## src/hdl/vegu_ram.sv

```systemverilog
// ----------------------------------------------------------------------------
// vegu_ram
// generic simple dual-port ram, one write and one registered read per cycle
// ----------------------------------------------------------------------------
`timescale 1ns / 1ps
`default_nettype none

module vegu_ram #(
	parameter int WIDTH = 8,
	parameter int DEPTH = 256
) (
	input  wire logic                                        clk,
	input  wire logic                                        we,
	input  wire logic [((DEPTH > 1) ? $clog2(DEPTH) : 1)-1:0] waddr,
	input  wire logic [WIDTH-1:0]                            wdata,
	input  wire logic [((DEPTH > 1) ? $clog2(DEPTH) : 1)-1:0] raddr,
	output logic      [WIDTH-1:0]                            rdata
);

	logic [WIDTH-1:0] mem [DEPTH];

	always_ff @(posedge clk) begin
		if (we) begin
			mem[waddr] <= wdata;
		end
		rdata <= mem[raddr];
	end

endmodule

`default_nettype wire

```

## config.mk

```make
export PLATFORM = sky130hd
export DESIGN_NAME = vegu_ram
export DESIGN_NICKNAME = d
export VERILOG_FILES = /design/src/hdl/vegu_ram.sv
export SDC_FILE = /design/constraint.sdc
export NUM_CORES = 2
export LEC_CHECK = 0
export BUFFER_PORTS_ARGS = -buffer_cell sky130_fd_sc_hd__buf_2
export CAP_MARGIN = 20
export CORE_MARGIN = 8
export CORE_UTILIZATION = 45
export DETAILED_ROUTE_END_ITERATION = 7
export PLACE_DENSITY = 0.7
export SLEW_MARGIN = 20
export SYNTH_ARGS = -nofsm -noshare
export SYNTH_HDL_FRONTEND = slang
export SYNTH_SLANG_ARGS = --single-unit
```

## constraint.sdc

```tcl
create_clock -name clk -period 4.9 [get_ports clk]
set_input_delay 1.47 -clock clk [delete_from_list [all_inputs] [get_ports clk]]
set_output_delay 1.47 -clock clk [all_outputs]
set_load 0.1 [all_outputs]
```

* Word level (Yosys, flattened, before mapping)
Memories as Yosys holds them, arrays and structs flattened. A register that Yosys moved wholly into a read port is not among the register bits.
Cells that the tools add are included.
** Storage, ports and cells
- Output and inout bits :: 8
- Bits of input ports :: 26
- Latch bits :: 0
- Register bits :: 0
- Memories :: 1
- Logic and storage cells :: 3
- Memory bits (read-only) :: 0
- RAM bits :: 2048
** Operators by class
- Reduce and logical (&&, ||, !) cells :: 0
- Bitwise gates (word level) :: 0
- Equality and inequality tests :: 0
- Multipliers :: 0
- Magnitude comparators :: 0
- Muxes and demuxes :: 2
- Shift-type cells :: 0
- Add/sub/neg operators :: 0
- Divide/modulo/power cells :: 0
** Memory list
- mem :: words 256, width 8, rd ports 1, clocked after Yosys merged registers in 1, wr ports 1, RTL line 20 : logic [WIDTH-1:0] mem [DEPTH];
** Operator list (count)
- $mux W1 :: 2

* Logic depth before layout (Yosys ltp)
- Depth in word-level cells :: 2
- Gate-level depth with buffers :: 11
- Depth with buffers taken out :: 6

* Worst setup path after synthesis
OpenSTA, ideal clock, no wires.
- Kind :: input port to flip-flop
- Start point :: input port raddr[0] (netlist bit)
- End point :: register rdata[2] (read register of mem)
- Slack :: 1492 ps
- Buffers on the path :: 4
- Cell stages on the path :: 9
- Required time :: 4769 ps
- Data arrival time :: 3277 ps
- Path through :: buf_6 > buf_12 > buf_8 > buf_2 > mux4_2 > a22oi_1 > a21oi_1 > nor4_1 > nor4_2
** RTL lines
- start, declared :: RTL line 16 : input wire logic [((DEPTH > 1) ? $clog2(DEPTH) : 1)-1:0] raddr,
- end, declared :: RTL line 17 : output logic [WIDTH-1:0] rdata

==> reports/qor.yml <==
p_sw_frac: 0.215
antenna_found_initial: 14
p_sw_mw: 7.73
clkTransAtPathRegs_ns: 0.07
syn_nets: 3759
crit_type: "in -> reg"
grt_pass1_vias: 39700
die-area_mm2: 0.191
grtUsageTotal: 0.196
worstSkewPairLatency_ns: 0.84
grt_pass1_wl_um: 277000
ir_drop_mv: 0.294
synthArstFlopShare: 0
grt_start_max_net_pins: 152
slew_headroom: 0.215
synth_area_mm2: 0.0796
netlist_top_cells_count: "edfxtp_1, mux4_2, nor2_1, mux2i_1, a22oi_1"
hold_viol_final: 0
crit_path_frequent_cell: "buf_12"
cp_cell_sequence: "buf_8 -> buf_12 -> buf_12 -> mux4_2 -> a22o_1 -> a221oi_1 -> o32ai_1 -> nor3_1 -> nor4_1"
grt_busiest_layer: "met2"
internal_power_mw: 28.2
critical_path_arrival_ns: 5.10
clock_path_buffers: 3
wire_per_inst_um: 29.4
critPathTopFamily: "compound AO/OA/AOI/OAI gates"
layout-drive-gt1-share: 0.244
drtPass1Iterations: 6
clkSinkCount: 2056
worst-r2r-setup-slack_ns: 1.67
crit_path_end_kind: "register"
die_w_um: 436
finalCritPeriodShare: 0.907
initial_utilization: 0.452
cts_resized: 0
cp_max_fo: 46
dpl_worst_slack_ns: -0.280
synth-seq-area-share: 0.775
tightest_slew_ns: 1.18
dr_total_vias: 39200
cts_tree: "built"
grt_util_met3: 0.0403
grt_overflow: 0
synth-edff-count: 2048
root_buffer: "clkbuf_16"
drt_wl_total_um: 190000
antenna_left: 0
crit_path_top_delay_cell: "nor3_1"
io_buffers: 33
nets: 3991
synth_top_cell_by_area: "edfxtp_1"
ys_types: 55
p_comb_frac: 0.052
postCtsSetupBuffers: 0
powerDensity_mw_per_mm2: 400
status: "completed"
worst_slack_ns: 0.455
synth_area_leaders: "edfxtp_1, mux4_2, mux2i_1"
setup_violations: 0
vias_per_cell: 6.06
slowest_delay_ns: 0.78
leakagePower_nw: 27.8
clkPwrFrac: 0.407
cts_htree_levels: 4
fin_skew_ns: 0.0476
yosys_register_bits: 2056
cts_buffers: 193
syn_avg_cell_area_um2: 21.3
hpwlAfterDp_um: 118000
core_area_mm2: 0.176
gr-usage-met1: 0.266
drc: 0
drv_cap: 0
cts_hold_buffers: 0
fp-row-count: 154
yosysWarnings: 0
crit_required_ns: 5.56
gp_congestion: 0.860
drt-initial-drc-count: 5258
slew_viol_final: 0
synthesis.instances: 3733
min_period_ns: 4.44
use_met2: 0.319
crit_path_start_kind: "input port"
setup_tns_ns: 0
hold_class: "reg -> reg"
io-pin-count: 34
area_delta_synth_final_pct: 12.8
crit_buf_inv: 3
grt_setup_unrepaired: "false"
synthFlopType: "edfxtp_1"
dieHeight_um: 436
post-synth-top-count-cell: "edfxtp_1"
clock.fmax_mhz: 225
synth_top_area_frac: 0.773
p_seq_frac: 0.541
[routing by layer]
layer	vias up	wire, um
li1	16200	-
met1	20600	72400
met2	2034	92600
met3	367	18200
met4	2	6840
met5	-	15
[sequential cells by signal, summed over array words and instances, names as in the netlist]
| name | cells |
|---|---|
| mem | 2048 |
| rdata | 8 |
[worst reg2reg max path: stages (launching register included)]
cell      delay (ns)
edfxtp_1        0.37
mux4_2          0.54
a22o_1          0.25
a221oi_1        0.63
o32ai_1         0.30
nor3_1          0.78
nor4_1          0.19
[stage by stage]
stage	area, um2	std cells	hold slack [ns]	util	power, mW
after detailed placement	83600	6110	1.08	0.475	21.7
after global routing	89800	6461	1.18	0.510	36.8
after floorplan	79600	3733	0.770	-	20.8
final	89800	6464	1.12	0.510	35.9
after CTS	89800	6459	1.11	0.510	36.1
after global placement	83600	6110	1.02	0.475	21.6
[power groups by stage]
| stage | clock [mW] | combinational, mW | sequential [mW] |
|---|---|---|---|
| after floorplan | 0 | 0.942 | 19.9 |
| after global placement | 0 | 1.83 | 19.8 |
| after detailed placement | 0 | 1.86 | 19.8 |
| after CTS | 14.8 | 1.86 | 19.4 |
| after global routing | 15.4 | 1.95 | 19.4 |
| final | 14.6 | 1.86 | 19.4 |
[cell type report]
cell class	count	area, um2
timing repair buffer	270	2490
clock inverter	116	1160
tap	2340	2930
inverter	2	7.51
fill	13500	86200
clock buffer	233	5030
antenna	5	12.5
multi-input combinational	1442	16500
sequential	2056	61700
[worst paths after layout]
check                   from  endpoint  depth (start not counted)
setup / recovery    raddr[0]  rdata[3]                          9
hold / removal    mem[33][5]  rdata[5]                          7
setup reg to reg  mem[83][3]  rdata[3]                          6
hold reg to reg   mem[33][5]  rdata[5]                          7
[cells in the final DEF, fill, tap and decap left out, types with 10 or more instances in the layout]
| cell | netlist | routed |
|---|---|---|
| a211oi_1 | 16 | 16 |
| a21oi_1 | 96 | 96 |
| a221oi_1 | 13 | 13 |
| a22oi_1 | 133 | 133 |
| buf_12 | 8 | 36 |
| buf_2 | 31 | 21 |
| buf_4 | 27 | 203 |
| bufinv_16 | 0 | 15 |
| clkbuf_1 | 111 | 37 |
| clkbuf_16 | 0 | 195 |
| clkinv_1 | 1 | 51 |
| clkinv_2 | 0 | 32 |
| edfxtp_1 | 2048 | 2048 |
| mux2i_1 | 134 | 134 |
| mux4_2 | 454 | 454 |
| nand2_1 | 33 | 33 |
| nand3_1 | 34 | 34 |
| nand4_1 | 10 | 10 |
| nor2_1 | 282 | 279 |
| nor2b_1 | 31 | 28 |
| nor3_1 | 22 | 22 |
| nor4_1 | 24 | 24 |
| o211ai_1 | 10 | 10 |
| o21ai_0 | 10 | 10 |
| o221ai_1 | 46 | 46 |
| o22ai_1 | 28 | 28 |
[logic make-up (layout without fill, tap and decap cells)]
| kind of cell | after synthesis | count (layout) | share of synthesized area |
|---|---|---|---|
| AOI/OAI and AO/OA | 385 | 385 | 0.0342 |
| buffers and inverters | 235 | 621 | 0.0183 |
| DFF | 2056 | 2056 | 0.775 |
| muxes | 591 | 591 | 0.146 |
| other | 0 | 5 | 0 |
| and+or+nand+nor | 466 | 466 | 0.0263 |
No activity file was read; power rests on OpenSTA's default activity.
