===== config.mk =====
export PLATFORM = sky130hd
export DESIGN_NAME = vegu_cfg_regs
export DESIGN_NICKNAME = d
export VERILOG_FILES = /design/src/hdl/vegu_pkg.sv /design/src/hdl/vegu_cfg_regs.sv
export SDC_FILE = /design/constraint.sdc
export NUM_CORES = 1
export LEC_CHECK = 0
export ABC_AREA = 1
export BUFFER_PORTS_ARGS = -buffer_cell sky130_fd_sc_hd__buf_2
export CAP_MARGIN = 10
export CORE_MARGIN = 4
export CORE_UTILIZATION = 50
export CTS_BUF_LIST = sky130_fd_sc_hd__clkbuf_8
export CTS_CLUSTER_SIZE = 24
export DETAILED_ROUTE_END_ITERATION = 8
export HOLD_SLACK_MARGIN = 0.03
export PLACE_DENSITY = 0.8
export SLEW_MARGIN = 20
export SYNTH_ARGS = -nofsm -noshare
export SYNTH_HDL_FRONTEND = slang
export SYNTH_SLANG_ARGS = --single-unit

===== constraint.sdc =====
create_clock -name clk -period 1.15 [get_ports clk]
set_input_delay 0.0575 -clock clk [delete_from_list [all_inputs] [get_ports clk]]
set_output_delay 0.0575 -clock clk [all_outputs]
set_load 0.02 [all_outputs]

===== src/hdl/vegu_pkg.sv =====
// ----------------------------------------------------------------------------
// vegu_pkg
// shared types, constants and helper functions of the voxel grid update block
// ----------------------------------------------------------------------------
`timescale 1ns / 1ps
`default_nettype none

package vegu_pkg;

	// grid geometry and occupancy format
	localparam int DIM_X    = 64;
	localparam int DIM_Y    = 64;
	localparam int DIM_Z    = 64;
	localparam int OCC_BITS = 8;
	localparam int CELLS    = DIM_X * DIM_Y * DIM_Z;
	localparam int CELL_AW  = $clog2(CELLS);
	localparam int SUM_W    = 17;

	localparam logic [OCC_BITS-1:0] OCC_FULL = '1;
	localparam logic [OCC_BITS-1:0] OCC_HALF = OCC_BITS'(1) << (OCC_BITS - 1);

	// register port
	localparam int PADDR_W = 5;
	localparam logic [2:0] REG_LIDAR_INC = 3'd0;
	localparam logic [2:0] REG_LIDAR_DEC = 3'd1;
	localparam logic [2:0] REG_OCC_THR   = 3'd2;
	localparam logic [2:0] REG_FREE_THR  = 3'd3;
	localparam logic [2:0] REG_SIZE_X    = 3'd4;
	localparam logic [2:0] REG_SIZE_Y    = 3'd5;
	localparam logic [2:0] REG_SIZE_Z    = 3'd6;

	// sensor kinds
	localparam logic [1:0] ACT_LIDAR  = 2'd0;
	localparam logic [1:0] ACT_CAMERA = 2'd1;
	localparam logic [1:0] ACT_ROBOT  = 2'd2;

	typedef enum logic [1:0] {
		CLS_UNKNOWN    = 2'd0,
		CLS_UNOCCUPIED = 2'd1,
		CLS_EXPLORED   = 2'd2,
		CLS_OCCUPIED   = 2'd3
	} class_t;

	typedef struct packed {
		logic [7:0] lidar_inc;
		logic [7:0] lidar_dec;
		logic [7:0] occ_thr;
		logic [7:0] free_thr;
		logic [6:0] size_x;
		logic [6:0] size_y;
		logic [6:0] size_z;
	} cfg_t;

	typedef struct packed {
		logic [OCC_BITS-1:0] occ;
		logic                observed;
		class_t              cls;
	} cell_t;

	typedef struct packed {
		logic [1:0]          action;
		logic signed [15:0]  cell_x;
		logic signed [15:0]  cell_y;
		logic signed [15:0]  cell_z;
		logic                hit;
		logic                ray_start;
		logic signed [15:0]  root_x;
		logic signed [15:0]  root_y;
		logic signed [15:0]  root_z;
	} in_item_t;

	typedef struct packed {
		logic [5:0] out_x;
		logic [5:0] out_y;
		logic [5:0] out_z;
		logic [1:0] new_class;
	} out_item_t;

	// control handed to the cell update logic
	typedef struct packed {
		logic [1:0] action;
		logic       hit;
		logic       near_root;
		logic       skip;
		logic       act_ok;
	} upd_ctl_t;

	typedef struct packed {
		cell_t wcell;
		logic  skip;
		logic  emit;
	} upd_res_t;

	function automatic class_t classify(input logic [OCC_BITS-1:0] occ,
			input logic obs, input logic [7:0] othr, input logic [7:0] fthr);
		class_t c;
		if (16'(occ) > 16'(othr)) begin
			c = CLS_OCCUPIED;
		end else if (obs) begin
			c = CLS_EXPLORED;
		end else if (16'(occ) < 16'(fthr)) begin
			c = CLS_UNOCCUPIED;
		end else begin
			c = CLS_UNKNOWN;
		end
		return c;
	endfunction

	function automatic logic axis_in(input logic signed [15:0] c, input logic [6:0] size,
			input int dim);
		logic [31:0] lim;
		lim = (32'(size) < 32'(dim)) ? 32'(size) : 32'(dim);
		return !c[15] && (32'(c[14:0]) < lim);
	endfunction

	function automatic logic near(input logic signed [15:0] a, input logic signed [15:0] b);
		logic signed [16:0] d;
		d = $signed({a[15], a}) - $signed({b[15], b});
		return (d >= -17'sd1) && (d <= 17'sd1);
	endfunction

	function automatic logic [CELL_AW-1:0] cell_index(input logic signed [15:0] x,
			input logic signed [15:0] y, input logic signed [15:0] z);
		logic [31:0] i;
		i = (32'(x[14:0]) * 32'(DIM_Y) + 32'(y[14:0])) * 32'(DIM_Z) + 32'(z[14:0]);
		return i[CELL_AW-1:0];
	endfunction

endpackage

`default_nettype wire


===== src/hdl/vegu_cfg_regs.sv =====
// ----------------------------------------------------------------------------
// vegu_cfg_regs
// register bank behind the apb port: lidar steps, thresholds, grid size
// ----------------------------------------------------------------------------
`timescale 1ns / 1ps
`default_nettype none

module vegu_cfg_regs (
	input  wire logic                          clk,
	input  wire logic                          arst_n,
	input  wire logic                          psel,
	input  wire logic                          penable,
	input  wire logic                          pwrite,
	input  wire logic [vegu_pkg::PADDR_W-1:0]  paddr,
	input  wire logic [31:0]                   pwdata,
	output logic      [31:0]                   prdata,
	output logic                               pready,
	output vegu_pkg::cfg_t                     cfg
);
	import vegu_pkg::*;

	logic [2:0] idx;
	logic       wr;

	assign idx    = paddr[4:2];
	assign wr     = psel && penable && pwrite;
	assign pready = 1'b1;

	always_ff @(posedge clk or negedge arst_n) begin
		if (!arst_n) begin
			cfg.lidar_inc <= 8'd64;
			cfg.lidar_dec <= 8'd32;
			cfg.occ_thr   <= 8'd178;
			cfg.free_thr  <= 8'd76;
			cfg.size_x    <= 7'd64;
			cfg.size_y    <= 7'd64;
			cfg.size_z    <= 7'd64;
		end else if (wr) begin
			case (idx)
				REG_LIDAR_INC: cfg.lidar_inc <= pwdata[7:0];
				REG_LIDAR_DEC: cfg.lidar_dec <= pwdata[7:0];
				REG_OCC_THR:   cfg.occ_thr   <= pwdata[7:0];
				REG_FREE_THR:  cfg.free_thr  <= pwdata[7:0];
				REG_SIZE_X:    cfg.size_x    <= pwdata[6:0];
				REG_SIZE_Y:    cfg.size_y    <= pwdata[6:0];
				REG_SIZE_Z:    cfg.size_z    <= pwdata[6:0];
				default: ;
			endcase
		end
	end

	always_comb begin
		case (idx)
			REG_LIDAR_INC: prdata = 32'(cfg.lidar_inc);
			REG_LIDAR_DEC: prdata = 32'(cfg.lidar_dec);
			REG_OCC_THR:   prdata = 32'(cfg.occ_thr);
			REG_FREE_THR:  prdata = 32'(cfg.free_thr);
			REG_SIZE_X:    prdata = 32'(cfg.size_x);
			REG_SIZE_Y:    prdata = 32'(cfg.size_y);
			REG_SIZE_Z:    prdata = 32'(cfg.size_z);
			default:       prdata = '0;
		endcase
	end

endmodule

`default_nettype wire


# Yosys cells after proc, flatten, opt, wreduce, memory -nomap -nowiden
# Cells that the tools add are included.
dict set report word_totals {
  input_bits 42
  output_inout_bits 86
  elab_cells 24
  regBits 53
}
dict set report op_classes {
  eq_ne 6
  muxes 1
  n_reduce_logical 10
}
# op n
set ops {}
lappend ops {{one-hot mux 8 bit (7 select lines)} 1}
lappend ops {{AND reduction 2 bit} 7}
lappend ops {{equality test 3 bit, second input constant} 3}
lappend ops {{equality test 3 x 2 -> 1 bit, second input constant} 2}
lappend ops {{equality test 3 x 1 -> 1 bit, second input constant} 1}
lappend ops {{logical NOT 3 bit} 1}
lappend ops {{logical AND 1 bit} 2}

# Depth between registers and ports, before layout
dict set report logic_depth {
  depth_word 3
  ltp_mapped 8
}

# Worst setup path before layout
# Ideal clock, no wire load.
dict set report synth_path {
  path_type {reg-to-output}
  startpoint {reg cfg[23] (netlist name)}
  endpoint {out prdata[2]}
  n_path_buf 0
  setup_slack_ns 0.150
  t_arrival_ns 0.943
  stages_incl_launch_ff 5
  path_cell_list {dfstp_2 -> nand4_1 -> nand2_1 -> nor2_1 -> nand2_1}
}
dict set report synth_via {
  elab_chain_len 1
}
# element line
set synth_lines {}
lappend synth_lines {{start: declaration} vegu_cfg_regs.sv:18} ;# output vegu_pkg::cfg_t cfg
lappend synth_lines {{one-hot mux 8 bit (7 select lines)} vegu_cfg_regs.sv:53} ;# case (idx)
lappend synth_lines {{end: declaration} vegu_cfg_regs.sv:16} ;# output logic [31:0] prdata,
# Every way passes these cells.

# Worst setup path after layout
dict set report layout_path {
  startpoint {reg cfg[24] (netlist name)}
  endpoint {out prdata[3]}
}
# Same word-level chain as after synthesis.

==> metrics.md <==
| Metric | Value |
|---|---|
| Outcome | `finished with violations` |
| Failing checks | `setup timing` |
| Critical path, cell by cell | `nand4_1, nand2_1, nor2_1, nand2_1, buf_6` |
| RR Startpoint | `cfg[36]` |
| Leak pwr | `0.00206 uW` |
| Number of global-route vias before repair | `2,549` |
| Initial Util | `52.9%` |
| Slew Limit Fails | `0` |
| Crit Path Category | `register to output port` |
| Cells after synthesis | `375` |
| Wire per inst | `15.3 um` |
| Final hold violation count | `0` |
| Fin util | `67.0%` |
| PortBufs | `76` |
| Cts bufs inserted | `5` |
| Adder-cell share of the synthesized area | `0%` |
| Wire length of the first global-routing pass | `13.4 mm` |
| Largest register FFs | `53` |
| Tcrit/Tclk final | `119%` |
| DR vias/cell | `5.27` |
| Crit-path max cell delay | `0.55 ns` |
| Main combinational cell family by area after synthesis | `simple AND/OR/NAND/NOR gates` |
| Chip width | `85.5 um` |
| GRT Overall Usage | `23.2%` |
| Internal reg-to-reg setup slack | `0.19 ns` |
| # H-tree levels | `2` |
| Most common cell on crit path | `nand2_1` |
| Post-synthesis mux area share | `0%` |
| Register area share after synthesis | `44.7%` |
| RePlAce Congestion | `0.906` |
| CP arrival | `1.31 ns` |
| Worst Path Buf+Inv | `1` |
| Syn-to-layout area delta | `26.7%` |
| Hold path endpoint | `cfg[49]` |
| Max_cap viols | `0` |
| Hold WC Path Type | `input port to register` |
| CP max FO | `2` |
| Syn Area/Cell | `8.00 um2` |
| WHS Path Cells | `3` |
| CP required | `1.09 ns` |
| Finished Layout Cells | `546` |
| Fin Clk Skew | `0 ns` |
| Met2 Resource Use GR | `37.1%` |
| Post-DRT Antenna Nets | `0` |
| Residual DRC count | `0` |
| Most flops, register | `cfg` |
| Max Clk Rate | `0.733 GHz` |
| Post-Synth Simple-Gate Area | `32.9%` |
| Die Footprint | `7310 um2` |
| Placed cells | `516` |
| Top flop regs | `cfg (53)` |
| Max IR drop VDD | `0.798 mV` |
| Yosys reg bits | `53` |
| RSZ-0062 raised after global routing | `yes` |
| M1 GR Usage | `32.5%` |
| I/O pins | `128` |
| Initial DRT Pass Iterations | `5` |
| Worst-Skew Late Latency | `0.30 ns` |
| Core ar. | `5680 um2` |
| Synth Area in XOR/XNOR | `0%` |
| Family with the most delay on the worst path | `flip-flops` |
| R2r endpoint | `cfg[36]` |
| EDFF count, synth | `0` |
| Clock period minus final worst setup slack | `1.36 ns` |
| Async SR Flop Fraction | `100%` |
| Synth Flop Type | `dfrtp_1` |
| Crit path launch type | `register` |
| Library cells used by synthesis | `25` |
| Antenna violations before repair | `0` |
| Root Driver | `clkbuf_8` |
| Compound-gate portion of the synthesized area | `8.84%` |
| Final HPWL DP | `5.94 mm` |
| Initial drt markers | `261` |
| Total congestion overflow | `0` |
| Vias | `2,875` |
| Clock buffer depth | `2` |
| Fin nets | `515` |
| Largest net degree at the start of global routing | `54` |
| Setup ws final | `-0.214 ns` |
| Post-detailed-routing wire length | `8.37 mm` |
| PwrDens | `1520 nW/um2` |
| Slowest CP cell | `dfstp_2` |
| Layout cells sized above 1 | `31.4%` |
| Final setup vio count | `9` |
| CTS clk-pin slew, worst paths | `0.10 ns` |
| N_diodes | `0` |
| Clock sink count | `53` |
| Netlist Area Pre-Place | `3000 um2` |
| Setup crit start | `cfg[24]` |
| Busiest layer in global routing | `met2` |
| Hold path start | `pwdata[4]` |
| Warnings from Yosys | `0` |
| Row cnt | `27` |
| Worst R2R Path Depth | `4` |
| Die height | `85.5 um` |
| Met3 Track Usage GR | `4.27%` |
| CTS tree | `done` |
| Setup crit end kind | `output port` |
-- worst max-delay path by stage --
stage | endpoint | depth (start not counted)
2_1_floorplan | prdata[2] | 4
3_3_place_gp | cfg[22] | 6
3_5_place_dp | cfg[22] | 6
4_1_cts | prdata[6] | 5
5_1_grt | prdata[4] | 5
6_report | prdata[3] | 5
-- worst register-to-register path: cells and delay by family, from the launching register on --
| family | cells | cell delay [ns] |
|---|---|---|
| compound gates | 1 | 0.09 |
| buf+inv | 2 | 0.19 |
| flops | 1 | 0.57 |
| simple gates | 1 | 0.04 |
-- repair_timing --
| item | in CTS | in global routing |
|---|---|---|
| buffers inserted | 13 | 4 |
| setup endpoints to repair | 8 | 17 |
| hold buffers | 5 | 0 |
| hold endpoints to repair | 62 | 0 |
| cloned | 0 | 0 |
| gates resized for setup | 29 | 12 |
| pin swaps | 15 | 1 |
-- synth_stat cells (4+ instances only) --
master / instances / area share, %
dfstp_2: 12 / 11
o21ai_1: 16 / 2.7
nand4_1: 30 / 6.3
nor2_1: 21 / 2.6
nand3_1: 16 / 2.7
o21ai_0: 37 / 6.2
buf_6: 5 / 1.9
nand2_1: 120 / 15
buf_4: 28 / 7.0
dfrtp_1: 41 / 34
inv_1: 16 / 2.0
buf_1: 4 / 0.50
nor2_4: 6 / 2.3
-- logic make-up (layout without fill, tap and decap cells) --
group                  Yosys count  after routing
AND/OR/NAND/NOR                203            203
buffers and inverters           64            140
AO/OA/AOI/OAI                   53             53
flip-flops                      53             53
other                            2             25
-- per-stage QoR --
| stage | TNS, ns | worst slack (ns) | total power, uW | hold slack [ns] | cell area (um2) |
|---|---|---|---|---|---|
| after CTS | -1.32 | -0.207 | 5660 | 0.0450 | 3730 |
| after floorplan | 0 | 0.150 | 3680 | -0.238 | 3090 |
| after detailed placement | 0 | 0.00983 | 4330 | 0.0673 | 3400 |
| after global routing | -2.18 | -0.284 | 6060 | 0.0325 | 3800 |
| after global placement | 0 | 0.0399 | 4280 | 0.0642 | 3400 |
| final | -1.41 | -0.214 | 5760 | 0.0552 | 3800 |
-- area by class of cell --
cell class | instances | area, um2
clock buffer | 6 | 82.6
clock inverter | 2 | 11.3
fill | 461 | 1870
inverter | 21 | 91.3
multi-input combinational | 281 | 1360
sequential | 53 | 1340
tap | 72 | 90.1
timing repair buffer | 111 | 827
-- power by group --
group          total (uW)  internal [uW]  switching, uW
Sequential           2540           2270            279
Clock                1090            482            607
Combinational        2130            822           1310
-- placed cells by master, fill, tap and decap left out --
master,synthesis,routed
clkbuf_8,0,6
nor2_4,6,6
o21ai_1,16,16
nand4_1,30,30
conb_1,2,25
nor2_8,1,1
nand3_2,1,3
nand3_1,16,14
dlygate4sd3_1,0,5
buf_2,3,59
nand3_4,3,3
inv_6,2,2
nor2_1,21,21
nor2_2,1,1
nand2_4,2,2
o21ai_0,37,37
buf_12,0,4
inv_2,2,2
inv_1,16,17
dfstp_2,12,12
inv_4,1,1
nand2_2,2,3
buf_4,28,22
nand2_1,120,119
dfrtp_1,41,41
clkinvlp_4,0,1
buf_6,5,21
-- layer usage --
metal  share of wire (%)  vias to the layer above
met2                  49                      121
met5                   0                        -
met3                 7.1                        6
met1                  43                     1364
met4                0.98                        0
li1                    -                     1384
No activity file was read; power rests on OpenSTA's default activity.
