--- src/hdl/vegu_pkg.sv ---
// ----------------------------------------------------------------------------
// vegu_pkg
// shared types, constants and helper functions of the voxel grid update block
// ----------------------------------------------------------------------------
`timescale 1ns / 1ps
`default_nettype none

package vegu_pkg;

	// grid geometry and occupancy format
	localparam int DIM_X    = 64;
	localparam int DIM_Y    = 64;
	localparam int DIM_Z    = 64;
	localparam int OCC_BITS = 8;
	localparam int CELLS    = DIM_X * DIM_Y * DIM_Z;
	localparam int CELL_AW  = $clog2(CELLS);
	localparam int SUM_W    = 17;

	localparam logic [OCC_BITS-1:0] OCC_FULL = '1;
	localparam logic [OCC_BITS-1:0] OCC_HALF = OCC_BITS'(1) << (OCC_BITS - 1);

	// register port
	localparam int PADDR_W = 5;
	localparam logic [2:0] REG_LIDAR_INC = 3'd0;
	localparam logic [2:0] REG_LIDAR_DEC = 3'd1;
	localparam logic [2:0] REG_OCC_THR   = 3'd2;
	localparam logic [2:0] REG_FREE_THR  = 3'd3;
	localparam logic [2:0] REG_SIZE_X    = 3'd4;
	localparam logic [2:0] REG_SIZE_Y    = 3'd5;
	localparam logic [2:0] REG_SIZE_Z    = 3'd6;

	// sensor kinds
	localparam logic [1:0] ACT_LIDAR  = 2'd0;
	localparam logic [1:0] ACT_CAMERA = 2'd1;
	localparam logic [1:0] ACT_ROBOT  = 2'd2;

	typedef enum logic [1:0] {
		CLS_UNKNOWN    = 2'd0,
		CLS_UNOCCUPIED = 2'd1,
		CLS_EXPLORED   = 2'd2,
		CLS_OCCUPIED   = 2'd3
	} class_t;

	typedef struct packed {
		logic [7:0] lidar_inc;
		logic [7:0] lidar_dec;
		logic [7:0] occ_thr;
		logic [7:0] free_thr;
		logic [6:0] size_x;
		logic [6:0] size_y;
		logic [6:0] size_z;
	} cfg_t;

	typedef struct packed {
		logic [OCC_BITS-1:0] occ;
		logic                observed;
		class_t              cls;
	} cell_t;

	typedef struct packed {
		logic [1:0]          action;
		logic signed [15:0]  cell_x;
		logic signed [15:0]  cell_y;
		logic signed [15:0]  cell_z;
		logic                hit;
		logic                ray_start;
		logic signed [15:0]  root_x;
		logic signed [15:0]  root_y;
		logic signed [15:0]  root_z;
	} in_item_t;

	typedef struct packed {
		logic [5:0] out_x;
		logic [5:0] out_y;
		logic [5:0] out_z;
		logic [1:0] new_class;
	} out_item_t;

	// control handed to the cell update logic
	typedef struct packed {
		logic [1:0] action;
		logic       hit;
		logic       near_root;
		logic       skip;
		logic       act_ok;
	} upd_ctl_t;

	typedef struct packed {
		cell_t wcell;
		logic  skip;
		logic  emit;
	} upd_res_t;

	function automatic class_t classify(input logic [OCC_BITS-1:0] occ,
			input logic obs, input logic [7:0] othr, input logic [7:0] fthr);
		class_t c;
		if (16'(occ) > 16'(othr)) begin
			c = CLS_OCCUPIED;
		end else if (obs) begin
			c = CLS_EXPLORED;
		end else if (16'(occ) < 16'(fthr)) begin
			c = CLS_UNOCCUPIED;
		end else begin
			c = CLS_UNKNOWN;
		end
		return c;
	endfunction

	function automatic logic axis_in(input logic signed [15:0] c, input logic [6:0] size,
			input int dim);
		logic [31:0] lim;
		lim = (32'(size) < 32'(dim)) ? 32'(size) : 32'(dim);
		return !c[15] && (32'(c[14:0]) < lim);
	endfunction

	function automatic logic near(input logic signed [15:0] a, input logic signed [15:0] b);
		logic signed [16:0] d;
		d = $signed({a[15], a}) - $signed({b[15], b});
		return (d >= -17'sd1) && (d <= 17'sd1);
	endfunction

	function automatic logic [CELL_AW-1:0] cell_index(input logic signed [15:0] x,
			input logic signed [15:0] y, input logic signed [15:0] z);
		logic [31:0] i;
		i = (32'(x[14:0]) * 32'(DIM_Y) + 32'(y[14:0])) * 32'(DIM_Z) + 32'(z[14:0]);
		return i[CELL_AW-1:0];
	endfunction

endpackage

`default_nettype wire

--- src/hdl/vegu_cell_update.sv ---
// ----------------------------------------------------------------------------
// vegu_cell_update
// modify step of the cell read-modify-write: occupancy, observe, reclassify
// ----------------------------------------------------------------------------
`timescale 1ns / 1ps
`default_nettype none

module vegu_cell_update (
	input  vegu_pkg::cfg_t     cfg,
	input  vegu_pkg::upd_ctl_t ctl,
	input  vegu_pkg::cell_t    cur,
	output vegu_pkg::upd_res_t res
);
	import vegu_pkg::*;

	logic [SUM_W-1:0]    occ_ext;
	logic [SUM_W-1:0]    inc;
	logic [SUM_W-1:0]    dec;
	logic [SUM_W-1:0]    sum;
	logic [OCC_BITS-1:0] nocc;
	logic                do_occ;
	logic                do_obs;
	cell_t               c;
	logic                skip;

	assign occ_ext = SUM_W'(cur.occ);
	assign inc     = (ctl.action == ACT_LIDAR) ? SUM_W'(cfg.lidar_inc) : SUM_W'(OCC_FULL);
	assign dec     = (ctl.action == ACT_LIDAR) ? SUM_W'(cfg.lidar_dec) : SUM_W'(OCC_FULL);
	assign sum     = occ_ext + inc;
	assign do_occ  = ctl.act_ok && (ctl.action == ACT_LIDAR || ctl.action == ACT_ROBOT);
	assign do_obs  = ctl.act_ok && (ctl.action == ACT_CAMERA || ctl.action == ACT_ROBOT);

	always_comb begin
		if (ctl.hit) begin
			nocc = (sum > SUM_W'(OCC_FULL)) ? OCC_FULL : sum[OCC_BITS-1:0];
		end else begin
			nocc = (occ_ext < dec) ? '0 : cur.occ - dec[OCC_BITS-1:0];
		end
	end

	always_comb begin
		c    = cur;
		skip = ctl.skip;
		if (do_occ && nocc != cur.occ) begin
			c.occ = nocc;
			c.cls = classify(nocc, cur.observed, cfg.occ_thr, cfg.free_thr);
		end
		if (do_obs) begin
			// back near the root ends a skipped stretch
			if (skip && ctl.near_root) begin
				skip = 1'b0;
			end
			if (!skip) begin
				if (c.cls == CLS_OCCUPIED || c.cls == CLS_UNKNOWN) begin
					skip = 1'b1;
				end else if (!c.observed) begin
					c.observed = 1'b1;
					c.cls      = classify(c.occ, 1'b1, cfg.occ_thr, cfg.free_thr);
				end
			end
		end
		res.wcell = c;
		res.skip  = skip;
		res.emit  = ctl.act_ok && (c.cls != cur.cls);
	end

endmodule

`default_nettype wire

--- config.mk ---
export PLATFORM = sky130hd
export DESIGN_NAME = vegu_cell_update
export DESIGN_NICKNAME = d
export VERILOG_FILES = /design/src/hdl/vegu_pkg.sv /design/src/hdl/vegu_cell_update.sv
export SDC_FILE = /design/constraint.sdc
export NUM_CORES = 1
export LEC_CHECK = 0
export BUFFER_PORTS_ARGS = -buffer_cell sky130_fd_sc_hd__buf_2
export CORE_MARGIN = 3
export CORE_UTILIZATION = 56
export DETAILED_ROUTE_END_ITERATION = 6
export PLACE_DENSITY = 0.91
export SLEW_MARGIN = 25
export SYNTH_ARGS = -nofsm -noshare
export SYNTH_HDL_FRONTEND = slang
export SYNTH_SLANG_ARGS = --single-unit
--- constraint.sdc ---
create_clock -name vclk -period 16.15
set_input_delay 4.0375 -clock vclk [all_inputs]
set_output_delay 4.0375 -clock vclk [all_outputs]
set_load 0.1 [all_outputs]
-- Word-level counts from Yosys, hierarchy flattened
Index checks and enable logic that the tools add are counted.
W data, S select, Z words.
- logic and storage cells: 42
- input bits: 70
- output and inout bits: 13
- register bits: 0
- add/subtract/negate cells: 2
- reductions and logical operators: 10
- mux-type cells: 20
- $lt $le $gt $ge: 5
- equality and inequality tests: 5
- operator list (operator ; count):
    $mux W8 ; 6
    $gt A8 B8 Y1 ; 2
    $lt A8 B8 Y1 ; 2
    $add A8 B8 Y9 ; 1
    $gt A9 B8 Y1 const B ; 1
    $mux W3 ; 3
    $mux W2 ; 4
    $ne A8 B8 Y1 ; 1
    $sub A8 B8 Y8 ; 1
    $mux W1 ; 7
    $logic_and A1 B1 Y1 ; 5
    $eq A2 B2 Y1 const B ; 2
    $logic_not A2 Y1 ; 2
    $logic_or A1 B1 Y1 ; 3
    $eq A2 B1 Y1 const B ; 1
    $ne A2 B2 Y1 ; 1

-- Logic depth before layout (Yosys ltp)
Gate-level depths: netlist (run 1).
- depth in word-level cells: 18
- depth in mapped cells: 22
- gate-level depth less buffers: 22

-- Worst setup path before layout (run 1)
No wires, ideal clock.
- path kind: input to output
- start point: input port ctl[4] (netlist bit)
- end point: output port res[0] (netlist bit)
- path slack: 828 ps
- stages: 20
- required time: 12113 ps
- buffers on the path: 0
- arrival time: 11285 ps
- path through: inv_1 ha_1 nand2b_1 ha_1 fa_1 and2b_1 o21bai_1 a21oi_1 a21oi_1 o31ai_1 ha_1 and3_1 a221oi_1 o21ai_0 o21ai_0 or2_2 a221oi_1 a211oi_1 o2bb2ai_1 o22ai_1
- RTL lines (item ; line ; text):
    from (decl) ; vegu_cell_update.sv:10 ; input vegu_pkg::upd_ctl_t ctl,
    to (decl) ; vegu_cell_update.sv:12 ; output vegu_pkg::upd_res_t res

==> results.json, run 1 <==
{
  "synth_top_family_by_area": "compound AO/OA/AOI/OAI gates",
  "clock.fmax_mhz": 75.0,
  "io_buffers": 62,
  "yosysUniqueCellTypes": 51,
  "worstSetupEndpointType": "output port",
  "dp.cells": 391,
  "synth_area_leaders": "ha_1 (25%), inv_1 (6.4%), a21oi_1 (5.8%)",
  "setup_tns_ns": 0,
  "n_fill_cell": 314,
  "yosys_warnings": 0,
  "regArea_um2": 0,
  "layout.cells.non_filler": 391,
  "worst_slew_pin_slew_ns": 0.547,
  "p_total_mw": 0.111,
  "die_height_um": 66.7,
  "drive_gt1_share_pct": 23.2,
  "final_common_cell": "buf_2",
  "grt_first_pass_wirelength_um": 8860,
  "vias": 2271,
  "worstSetupPathType": "input pin to output port",
  "start_util_pct": 60.0,
  "postCtsSetupRepairBufs": 0,
  "post-place-ws_ns": 2.99,
  "overflow": 0,
  "power_density_nw_per_um2": 45.8,
  "num_rows": 21,
  "peakVddDrop_v": 0.0000187,
  "drv_cap": 0,
  "antenna_found_initial": 0,
  "slew_viol_final": 0,
  "grt_pass1_vias": 2113,
  "syn2layout_area_growth_pct": 17.1,
  "die_w_um": 66.7,
  "post-route-min-period_ns": 13.33,
  "ios": 83,
  "period_share_pct": 82.6,
  "cts_hold_buf": 0,
  "cp_max_fo": 17,
  "synth-compound-area-share_pct": 32.1,
  "cts_resized": 0,
  "power_leakage_nw": 1.26,
  "grt_use_total_pct": 24.3,
  "yosys.area_share.xor_xnor_pct": 4.67,
  "seq_area_frac_synth_pct": 0,
  "avgRoutedWirePerCell_um": 13.8,
  "design.die.area_um2": 4450,
  "design_area_um2": 2420,
  "yosys.area_share.simple_pct": 24.2,
  "multiInputGateArea_um2": 1910,
  "final_cell_mix": "buf_2 (62), ha_1 (42), inv_1 (35)",
  "finalWirelength_um": 5400,
  "holdPathStages": 4,
  "core-area_um2": 3440,
  "synth_fp_nets": 400,
  "slew_headroom_pct": 63.5,
  "drt_iter0_drc": 178,
  "cp.arrival_ns": 9.30,
  "cp-startpoint": "ctl[4]",
  "vias_per_cell": 5.81,
  "cp.required_ns": 12.11,
  "synthAdderAreaFrac_pct": 27.4,
  "layout.nets": 461,
  "drc_errors": 0,
  "nClkBuffers": 0,
  "avgSynthCellArea_um2": 7.22,
  "synth_top_area_cell": "ha_1",
  "syn_inst": 286,
  "placed_cell_area_um2": 2420,
  "worst_hold_path.endpoint": "res[1]",
  "ant_nets": 0,
  "synthesis.area_um2": 2060,
  "fin_ws_ns": 2.82,
  "setup_violations": 0,
  "run_status": "finished clean",
  "antenna_cells": 0,
  "worstHoldStart": "ctl[1]",
  "yosysTopAreaCellShare_pct": 25.5,
  "hold_class": "input pin to output port",
  "grt_start_max_net_pins": 18,
  "rsz0062_at_grt": "false",
  "n_sequential_cell": 0,
  "dpl.hpwl_um": 4700,
  "synth_mux_area_share_pct": 4.18,
  "first_pass_iters": 5,
  "start_kind": "input pin",
  "hold_viol": 0,
  "gp_congestion": 0.885
}
==> synthesized netlist by cell type, types with 2 or more instances <==
cell type	n
ha_1	42
inv_1	35
a21oi_1	24
nand2b_1	18
nand2_1	16
nor2_1	15
o21ai_0	15
a21o_1	11
nor2b_1	8
xnor2_1	8
nand3_1	7
o22ai_1	6
or3_1	6
a211oi_1	5
mux2_2	5
nand4_1	5
o31ai_1	5
a221oi_1	3
mux2i_1	3
o21a_1	3
o221a_2	3
xor2_1	3
a21oi_2	2
and3_1	2
buf_4	2
clkbuf_1	2
fa_1	2
nand3b_1	2
o21ai_1	2
o21bai_1	2
o2bb2ai_1	2
o32ai_1	2
or2_2	2
==> worst max path at each step <==
stage	to	slack [ns]	cells after the start
final	res[0]	2.82	22
after global placement	res[0]	3.10	22
after detailed placement	res[0]	2.99	22
after floorplan	res[0]	0.83	20
after global routing	res[0]	2.53	22
after CTS	res[0]	2.95	22
==> layout make-up <==
type               count  area share [%]
inverters             35            5.43
well taps             46            2.38
multi-input cells    247            79.0
repair buffers        63            13.1
==> per-layer routing <==
metal	GRT usage, %	vias to the layer above	share of wire, %
met5	0	-	0
met4	2.03	0	0.39
met3	0.169	2	5.9
met2	45.5	77	49
met1	31.9	1022	44
li1	-	1170	-
==> logic make-up (layout without fill, tap and decap cells) <==
logic type                 count (synthesis)  after routing
AOI/OAI and AO/OA                         95             95
buffers and inverters                     39             98
xor gates and xnor gates                  11             11
muxes                                      8              8
and+or+nand+nor                           89             89
adders and majority gates                 44             44
==> worst max-delay path, stage by stage <==
cell and delay (ns):
buf_2 0.09, inv_1 0.06, ha_1 0.50, nand2b_1 0.13, ha_1 0.23, fa_1 0.37
and2b_1 0.27, o21bai_1 0.08, a21oi_1 0.39, a21oi_1 0.22, o31ai_1 0.41, ha_1 0.32
and3_1 0.21, a221oi_1 0.38, o21ai_0 0.16, o21ai_0 0.15, or2_2 0.21, a221oi_1 0.08
a211oi_1 0.30, nor2_1 0.08, o22ai_1 0.15, buf_2 0.45
==> per-stage QoR <==
stage	hold WS (ns)	utilization (%)
finish	8.62	70.2
global route	8.65	70.2
detailed placement	8.61	70.2
floorplan	8.44	-
global placement	8.61	70.2
CTS	8.62	70.2
==> power breakdown <==
group / switching, mW / internal, mW / leakage, nW
clock: 0 / 0 / 0
combinational: 0.0728 / 0.0380 / 1.26
sequential: 0 / 0 / 0
total: 0.0728 / 0.0380 / 1.26
Note: power is estimated with default switching activity, not from simulation.
==> run 2: changes to the inputs <==
--- a/config.mk
+++ b/config.mk
@@ -5,11 +5,12 @@
 export SDC_FILE = /design/constraint.sdc
 export NUM_CORES = 1
 export LEC_CHECK = 0
+export ABC_AREA = 1
 export BUFFER_PORTS_ARGS = -buffer_cell sky130_fd_sc_hd__buf_2
 export CORE_MARGIN = 3
-export CORE_UTILIZATION = 56
+export CORE_UTILIZATION = 48
 export DETAILED_ROUTE_END_ITERATION = 6
-export PLACE_DENSITY = 0.91
+export PLACE_DENSITY = 0.81
 export SLEW_MARGIN = 25
 export SYNTH_ARGS = -nofsm -noshare
 export SYNTH_HDL_FRONTEND = slang
==> constraint.sdc (replaced) <==
create_clock -name vclk -period 11.76
set_input_delay 2.94 -clock vclk [all_inputs]
set_output_delay 2.94 -clock vclk [all_outputs]
set_load 0.1 [all_outputs]
==> run 2 against run 1 <==
Effect of this change: die area up 28%; clock-buffer cell count unchanged; flip-flop and latch count unchanged; synthesized area increased by 12%; via count increased by 17%.
==> results.json, run 2 <==
{
  "ios": 83,
  "avgRoutedWirePerCell_um": 10.9,
  "synth_fp_nets": 534,
  "grt_pass1_vias": 2316,
  "final_common_cell": "nand2_1",
  "postCtsSetupRepairBufs": 0,
  "design.die.area_um2": 5710,
  "final_cell_mix": "nand2_1 (135), inv_1 (83), buf_2 (62)",
  "period_share_pct": 89.5,
  "n_fill_cell": 465,
  "seq_area_frac_synth_pct": 0,
  "n_sequential_cell": 0,
  "slew_viol_final": 0,
  "worstSetupPathType": "input pin to output port",
  "yosysUniqueCellTypes": 32,
  "gp_congestion": 0.880,
  "vias_per_cell": 5.01,
  "cp-startpoint": "ctl[4]",
  "post-route-min-period_ns": 10.53,
  "first_pass_iters": 4,
  "die_height_um": 75.5,
  "crit_top_cell": "nand2_1",
  "finalWirelength_um": 5800,
  "cp.required_ns": 8.82,
  "ant_nets": 0,
  "cp.arrival_ns": 7.59,
  "io_buffers": 62,
  "slew_headroom_pct": 66.2,
  "overflow": 0,
  "drc_errors": 0,
  "synth_top_area_cell": "ha_1",
  "cp_max_fo": 19,
  "core-area_um2": 4500,
  "die_w_um": 75.5,
  "grt_use_total_pct": 20.6,
  "nClkBuffers": 0,
  "grt_first_pass_wirelength_um": 9540,
  "drt_iter0_drc": 89,
  "antenna_cells": 0,
  "syn_inst": 420,
  "power_density_nw_per_um2": 57.2,
  "worstSetupEndpointType": "output port",
  "setup_violations": 0,
  "clock.fmax_mhz": 95.0,
  "cts_resized": 0,
  "num_rows": 24,
  "syn2layout_area_growth_pct": 15.5,
  "antenna_found_initial": 0,
  "layout.nets": 595,
  "yosys_warnings": 0,
  "rsz0062_at_grt": "false",
  "cts_hold_buf": 0,
  "start_kind": "input pin",
  "drv_cap": 0,
  "yosysTopAreaCellShare_pct": 22.6,
  "synth_commonest_cells": "nand2_1 (135), inv_1 (83), ha_1 (42)",
  "setup_tns_ns": 0,
  "hold_class": "input pin to output port",
  "critical_path.endpoint": "res[0]",
  "grt_start_max_net_pins": 20,
  "dpl.hpwl_um": 5190,
  "p_total_mw": 0.153,
  "worst_slew_pin_slew_ns": 0.506,
  "peakVddDrop_v": 0.0000319,
  "power_leakage_nw": 1.69,
  "start_util_pct": 51.5,
  "vias": 2658,
  "avgSynthCellArea_um2": 5.53,
  "run_status": "finished clean",
  "hold_viol": 0,
  "synth_most_common_cell": "nand2_1",
  "slowest_delay_ns": 0.42,
  "cpMaxStageDelayCell": "buf_2",
  "synth_area_leaders": "ha_1 (23%), nand2_1 (22%), inv_1 (13%)",
  "synthesis.area_um2": 2320,
  "regArea_um2": 0,
  "drive_gt1_share_pct": 22.1
}
[run 2: layout make-up]
cell class | count | area [um2] | area share, %
multi-input cells | 329 | 1980 | 73.7
inverters | 88 | 330 | 12.3
repair buffers | 62 | 310 | 11.6
well taps | 52 | 65.1 | 2.43
[run 2: per-layer routing]
| metal | GRT usage (%) | wire length, um |
|---|---|---|
| met1 | 27.7 | 2820 |
| met2 | 36.8 | 2630 |
| met3 | 0.396 | 245 |
| met4 | 4.27 | 106 |
| met5 | 0 | 0 |
[run 2: worst max-delay path, delay by kind of cell]
kind,cells,cell delay [ns]
AND/OR/NAND/NOR,19,1.99
adder cells (fa/ha/maj),4,1.06
buffers and inverters,6,0.94
AO/OA/AOI/OAI,5,0.66
[run 2: cell families after synthesis]
group | count (synthesis) | share of synthesized area (%)
buffers and inverters | 91 | 14.9
and+or+nand+nor | 241 | 48.6
adders and majority gates | 44 | 24.4
xor gates and xnor gates | 4 | 1.51
AOI/OAI and AO/OA | 40 | 10.7
[run 2: stage by stage]
stage | instance area (um2) | cells | util [%] | hold slack, ns | worst slack (ns)
floorplan | 2320 | 420 | - | 6.26 | 0.481
global placement | 2680 | 531 | 59.5 | 6.39 | 1.37
detailed placement | 2680 | 531 | 59.5 | 6.39 | 1.25
CTS | 2680 | 531 | 59.5 | 6.40 | 1.25
global route | 2680 | 531 | 59.5 | 6.44 | 0.681
finish | 2680 | 531 | 59.5 | 6.39 | 1.23
[run 2: worst min-delay path by stage]
stage | startpoint | to | slack [ns] | cells past startpoint
2_1_floorplan | ctl[1] | res[1] | 6.26 | 3
3_3_place_gp | cur[0] | res[0] | 6.39 | 4
3_5_place_dp | cur[0] | res[0] | 6.39 | 4
4_1_cts | cur[0] | res[0] | 6.40 | 4
5_1_grt | cur[0] | res[0] | 6.44 | 4
6_report | cur[0] | res[0] | 6.39 | 4
[run 2: power breakdown]
group / switching [mW] / internal [mW]
clock: 0 / 0
sequential: 0 / 0
combinational: 0.106 / 0.0473
